==> src/bds_pkg.sv <==
//------------------------------------------------------------------------------
// bds_pkg
// Shared types and command/status structures of the descriptive statistics
// block.
//------------------------------------------------------------------------------
`default_nettype none
package bds_pkg;

  localparam int DEPTH        = 1024;
  localparam int SAMPLE_WIDTH = 16;
  localparam int COUNT_W      = $clog2(DEPTH + 1);

  typedef struct packed {
    logic signed [15:0] sample;
    logic               last_sample;
  } in_word_t;

  typedef struct packed {
    logic signed [15:0] minimum;
    logic signed [15:0] maximum;
    logic signed [23:0] mean_q8;
    logic [15:0]        spread;
    logic [46:0]        variance_q16;
    logic [23:0]        std_dev_q8;
    logic               overflowed;
    logic [10:0]        sample_count;
  } out_word_t;

  typedef struct packed {
    logic load;
    logic mean_start;
    logic pass_start;
    logic pass_step;
    logic var_start;
    logic sqrt_start;
    logic finish;
    logic clear;
  } dp_cmd_t;

  typedef struct packed {
    logic               mean_done;
    logic               pass_done;
    logic               var_done;
    logic               sqrt_done;
    logic               last_seen;
    logic [COUNT_W-1:0] count;
  } dp_status_t;

endpackage
`default_nettype wire

==> src/bds_ctrl.sv <==
//------------------------------------------------------------------------------
// bds_ctrl
// Sequencer: load, mean division, second pass, variance division, root, output.
//------------------------------------------------------------------------------
`default_nettype none
module bds_ctrl (
  input  wire logic                clk,
  input  wire logic                rst,
  input  wire logic                in_valid,
  output logic                     in_stall,
  output logic                     out_valid,
  input  wire logic                out_stall,
  input  wire bds_pkg::dp_status_t status,
  output bds_pkg::dp_cmd_t         cmd
);

  localparam logic [2:0] S_LOAD = 3'd0;
  localparam logic [2:0] S_MEAN = 3'd1;
  localparam logic [2:0] S_PASS = 3'd2;
  localparam logic [2:0] S_VAR  = 3'd3;
  localparam logic [2:0] S_ROOT = 3'd4;
  localparam logic [2:0] S_OUT  = 3'd5;
  localparam logic [2:0] S_KICK = 3'd6;

  logic [2:0] state;
  logic [2:0] state_next;
  logic       issued;
  logic       kick;

  assign in_stall = (state != S_LOAD) || status.last_seen;

  always_comb begin
    cmd        = '0;
    state_next = state;
    kick       = 1'b0;
    unique case (state)
      S_LOAD: begin
        cmd.load = in_valid && !status.last_seen;
        if (status.last_seen) state_next = S_KICK;
      end
      S_KICK: begin
        cmd.mean_start = 1'b1;
        state_next     = S_MEAN;
      end
      S_MEAN: begin
        if (status.mean_done) begin
          cmd.pass_start = 1'b1;
          state_next     = S_PASS;
        end
      end
      S_PASS: begin
        cmd.pass_step = !issued;
        kick          = 1'b1;
        if (status.pass_done) begin
          cmd.var_start = 1'b1;
          state_next    = S_VAR;
        end
      end
      S_VAR: begin
        if (status.var_done) begin
          cmd.sqrt_start = 1'b1;
          state_next     = S_ROOT;
        end
      end
      S_ROOT: begin
        if (status.sqrt_done) begin
          cmd.finish = 1'b1;
          state_next = S_OUT;
        end
      end
      S_OUT: begin
        if (!out_stall) begin
          cmd.clear  = 1'b1;
          state_next = S_LOAD;
        end
      end
      default: state_next = S_LOAD;
    endcase
  end

  // Pass step counter: issue exactly count reads.
  logic [bds_pkg::COUNT_W-1:0] steps;

  always_ff @(posedge clk) begin
    if (rst) begin
      state     <= S_LOAD;
      out_valid <= 1'b0;
      issued    <= 1'b0;
      steps     <= '0;
    end else begin
      state <= state_next;
      if (cmd.finish) out_valid <= 1'b1;
      if (cmd.clear)  out_valid <= 1'b0;
      if (cmd.pass_start) begin
        issued <= 1'b0;
        steps  <= status.count;
      end else if (kick && !issued) begin
        steps <= steps - 1'b1;
        if (steps == bds_pkg::COUNT_W'(1)) issued <= 1'b1;
      end
    end
  end

  property p_out_state;
    @(posedge clk) disable iff (rst) out_valid |-> state == S_OUT;
  endproperty
  a_out_state: assert property (p_out_state) else $error("result shown outside output state");

  property p_stall_busy;
    @(posedge clk) disable iff (rst) (state != S_LOAD) |-> in_stall;
  endproperty
  a_stall_busy: assert property (p_stall_busy) else $error("input open while busy");

  property p_clear_after_out;
    @(posedge clk) disable iff (rst) cmd.clear |=> !out_valid;
  endproperty
  a_clear_after_out: assert property (p_clear_after_out) else $error("result held after delivery");

endmodule
`default_nettype wire

==> config.mk <==
export PLATFORM = sky130hd
export DESIGN_NAME = bds_ctrl
export DESIGN_NICKNAME = d
export VERILOG_FILES = /design/src/bds_pkg.sv /design/src/bds_ctrl.sv
export SDC_FILE = /design/constraint.sdc
export NUM_CORES = 1
export LEC_CHECK = 0
export ABC_AREA = 1
export BUFFER_PORTS_ARGS = -buffer_cell sky130_fd_sc_hd__clkbuf_2
export CORE_ASPECT_RATIO = 0.5
export CORE_MARGIN = 2
export CORE_UTILIZATION = 30
export CTS_CLUSTER_SIZE = 24
export DETAILED_ROUTE_END_ITERATION = 8
export PLACE_DENSITY_LB_ADDON = 0.08
export SYNTH_ARGS = -nofsm -noshare
export SYNTH_HDL_FRONTEND = slang
export SYNTH_SLANG_ARGS = --single-unit
==> constraint.sdc <==
create_clock -name clk -period 1.4 [get_ports clk]
set_clock_uncertainty 0.1 [all_clocks]
set_input_delay 0.21 -clock clk [delete_from_list [all_inputs] [get_ports clk]]
set_output_delay 0.21 -clock clk [all_outputs]
set_load 0.05 [all_outputs]
[Word level (Yosys, flattened, before mapping)]
Index checks and enable logic that the tools add are counted.
Word-level totals
  flip-flop bits (word level): 16
  bits of input ports: 20
  output and inout bits: 10
  word-level logic and storage cells: 52
Cells by class
  $add $sub $neg: 1
  equality and inequality tests: 13
  reductions and logical operators: 12
  multiplexer cells: 22
Operators by type and width (number)
  11-bit 2-to-1 mux: 2
  3-bit one-hot mux with 7 select lines: 1
  3-bit 2-to-1 mux: 6
  1-bit 2-to-1 mux: 12
  2-bit inequality test (second input constant): 6
  11-bit by 1-bit equality test with 1-bit output (second input constant): 1
  11-bit by 1-bit subtractor with 11-bit output (second input constant): 1
  3-bit equality test (second input constant): 3
  3-bit by 2-bit equality test with 1-bit output (second input constant): 2
  6-bit AND reduction: 1
  2-bit OR reduction: 2
  3-bit by 1-bit equality test with 1-bit output (second input constant): 1
  3-bit zero test: 1
  3-bit nonzero test: 1
  1-bit logical AND: 2
  1-bit zero test: 2
  2-bit 2-to-1 mux: 1
  2-bit AND reduction: 1
  2-bit nonzero test: 1
  1-bit logical OR: 1

[Depth between registers and ports, before layout]
  word-level depth: 5
  depth in mapped cells: 10
  gate-level depth less buffers: 10

[Worst setup path after synthesis]
OpenSTA, ideal clock, no wires.
  path kind: reg-to-reg
  from: register state[2]
  to: register out_valid
  setup slack: -1.183 ns
  data arrival time: 2.412 ns
  setup time: 0.071 ns
  required time: 1.229 ns
  buffers on the path: 1
  period minus slack after synthesis: 2.583 ns
  cell stages (with the launch flop): 6
  cell sequence: dfxtp_1 buf_4 inv_1 nor4_1 o21ai_0 nor2_1
RTL lines
  start: declaration: line bds_ctrl.sv:25  | logic [2:0] state;
  start signal: assignment: line bds_ctrl.sv:91  | state <= state_next;
  end signal: assignment: line bds_ctrl.sv:87  | out_valid <= 1'b0;
  end signal: assignment: line bds_ctrl.sv:92  | if (cmd.finish) out_valid <= 1'b1;
  end signal: assignment: line bds_ctrl.sv:93  | if (cmd.clear) out_valid <= 1'b0;
  end: declaration: line bds_ctrl.sv:11  | output logic out_valid,

==> out/results.tsv <==
metric	value	unit
status	finished with violations	
violations	setup timing	
grt_overflow	0	
io_pins	30	
detail-route-antenna-nets	0	
post-route-util	56.60	%
grt_util_all_layers	17.32	%
cp-end-kind	output pin	
fillers	381	
syn_area	1256	um2
timing.hold.ws	0.1190	ns
die_h	49.76	um
port_buffers	29	
routed-via-count	1399	
path_clk_slew	0.07	ns
ys_ff_latch	16	
hold_viol	0	
n_antenna_cell	0	
path_class	register to output pin	
path_max_fanout	5	
use_met3	3.823	%
antenna_found_initial	0	
gr-usage-met2	27.82	%
die_x	95.52	um
power	5.715	mW
slew_headroom	80.31	%
drc_errors	0	
ctsRootBufferMaster	clkbuf_8	
ys.warnings.count	0	
crit_slowest_cell	dfxtp_4	
hp-class	primary input to register	
cp_slowest_stage_delay	0.37	ns
setup_slack	-0.1913	ns
period_share	113.7	%
clock_sinks	16	
arrival	1.28	ns
netlist_instances	187	
fmax	628.4	MHz
tritoncts	done	
ctsHoldBuffers	0	
rsz0062_at_grt	true	
setup_viol	23	
max-cap-violations	0	
synth.area.top_cells	dfxtp_1 25%, nand2_1 12%, nor2_1 7.2%	
viasPerCell	4.542	
swShare	49.36	%
nets	278	
p_leak	1.007	nW
combPwrFrac	76.6	%
worstMarginPinSlew	0.2949	ns
synthDistinctLibCells	34	
grt.busiest_layer	met2	
syn-num-nets	209	
gp_congestion	0.8127	
initial_utilization	31.69	%
grt_pass1_vias	1357	
synth.top_cell.area_share	25.50	%
grt_max_degree	10	
required	1.09	ns
cts_made_buffers	3	
gr-usage-met1	23.93	%
drive_gt1_share	57.09	%
peakVddDrop	1.288	mV
p_int	2.894	mW
syn_area_per_cell	6.718	um2
power_switching	2.821	mW
drt_iter0_drc	32	
seqPwrFrac	17.2	%
grt_pass1_wl	6327	um
dp_hpwl	2684	um
wl_per_cell	12.30	um
yosysTopAreaCell	dfxtp_1	
ys_seq_area_share	25.50	%
htree_levels	1	
drv_slew	0	
firstDrtPassIters	4	
dieArea	4752	um2
wl	3789	um
p_per_area	2548	nW/um2
crit_chain	buf_12 > nor4_4 > clkbuf_8	
fp-row-count	16	
period_needed	1.591	ns
area_growth	78.59	%
insertion_delay	0.25	ns
cts_max_path_buffers	2	
core_area	3964	um2
start_kind	register	
pwr-share-clk	6.2	%
dp_slack	-0.06643	ns
[through the flow]
stage,cells,setup TNS (ns),cell area [um2]
floorplan,187,-1.222,1363
finish,308,-2.068,2243
global placement,289,-0.5923,1788
CTS,306,-2.405,2132
detailed placement,289,-0.7144,1788
global route,308,-3.481,2243
[flip-flops by register name, indices dropped and copies added, names as in the netlist]
register / flops
state: 3
out_valid: 1
steps: 11
issued: 1
[final cells by class]
cell class	instances	area (um2)	share of cell area, %
clock buffer	3	41.29	1.840
inverter	30	153.9	6.860
multi-input combinational	136	989.7	44.12
sequential	16	332.8	14.84
tap	54	67.56	3.012
timing repair buffer	69	658.1	29.34
[cells in the mapped netlist, drive strengths merged]
master	count
nor2	28
dfxtp	16
o211ai	1
o21ai	19
a31oi	3
nor4	3
nand3	16
clkbuf	1
nor3	3
nand2	46
ha	2
clkinv	2
buf	4
nand4	3
a21oi	8
and2	1
nand3b	2
inv	28
xor2	1
[cell usage in the layout (no fill, tap or decap), types with 9 or more instances in the layout]
master,synthesis,final
nand3_1,15,11
inv_2,6,9
clkbuf_2,0,20
dfxtp_1,16,12
nand2_2,1,9
nor2_1,24,18
inv_1,21,16
nand2_1,40,30
buf_6,1,14
buf_4,2,21
[critical path: cells and delay by family (launching register included)]
family | cells | cell delay (ns)
flops | 1 | 0.37
simple gates | 1 | 0.29
buf+inv | 2 | 0.37
[worst paths after layout]
kind                   from  endpoint  slack [ns]  cells after the start
hold reg to reg    steps[1]  steps[1]        0.38                      2
setup reg to reg   state[1]  steps[2]       -0.14                      8
hold / removal    status[2]  steps[2]        0.12                      3
setup / recovery   state[0]    cmd[1]       -0.19                      3
[metal layers]
metal / part of all wire (%) / up-vias
li1: - / 737
met1: 49 / 637
met2: 48 / 25
met3: 3.1 / 0
met4: 0 / 0
met5: 0 / -
[power by group through the flow]
stage / logic [mW] / registers (mW) / clock network (mW)
2_1_floorplan: 2.47 / 0.846 / 0
3_3_place_gp: 3.41 / 0.912 / 0
3_5_place_dp: 3.43 / 0.914 / 0
4_1_cts: 4.06 / 0.934 / 0.365
5_1_grt: 4.80 / 1.02 / 0.387
6_report: 4.38 / 0.982 / 0.354
[cell families after synthesis]
group                    Yosys count  synth area share, %
AO/OA/AOI/OAI                     31                16.73
XOR/XNOR                           1               0.6973
adder cells (fa/ha/maj)            2                1.992
buffers and inverters             35                12.15
flip-flops                        16                25.50
AND/OR/NAND/NOR                  102                42.93
[repair_timing]
action | 4_1_cts | 5_1_grt
buffers inserted | 15 | 2
pin swaps | 16 | 16
gates resized for setup | 47 | 28
setup endpoints to repair | 23 | 23
(Power assumes the default switching activity.)
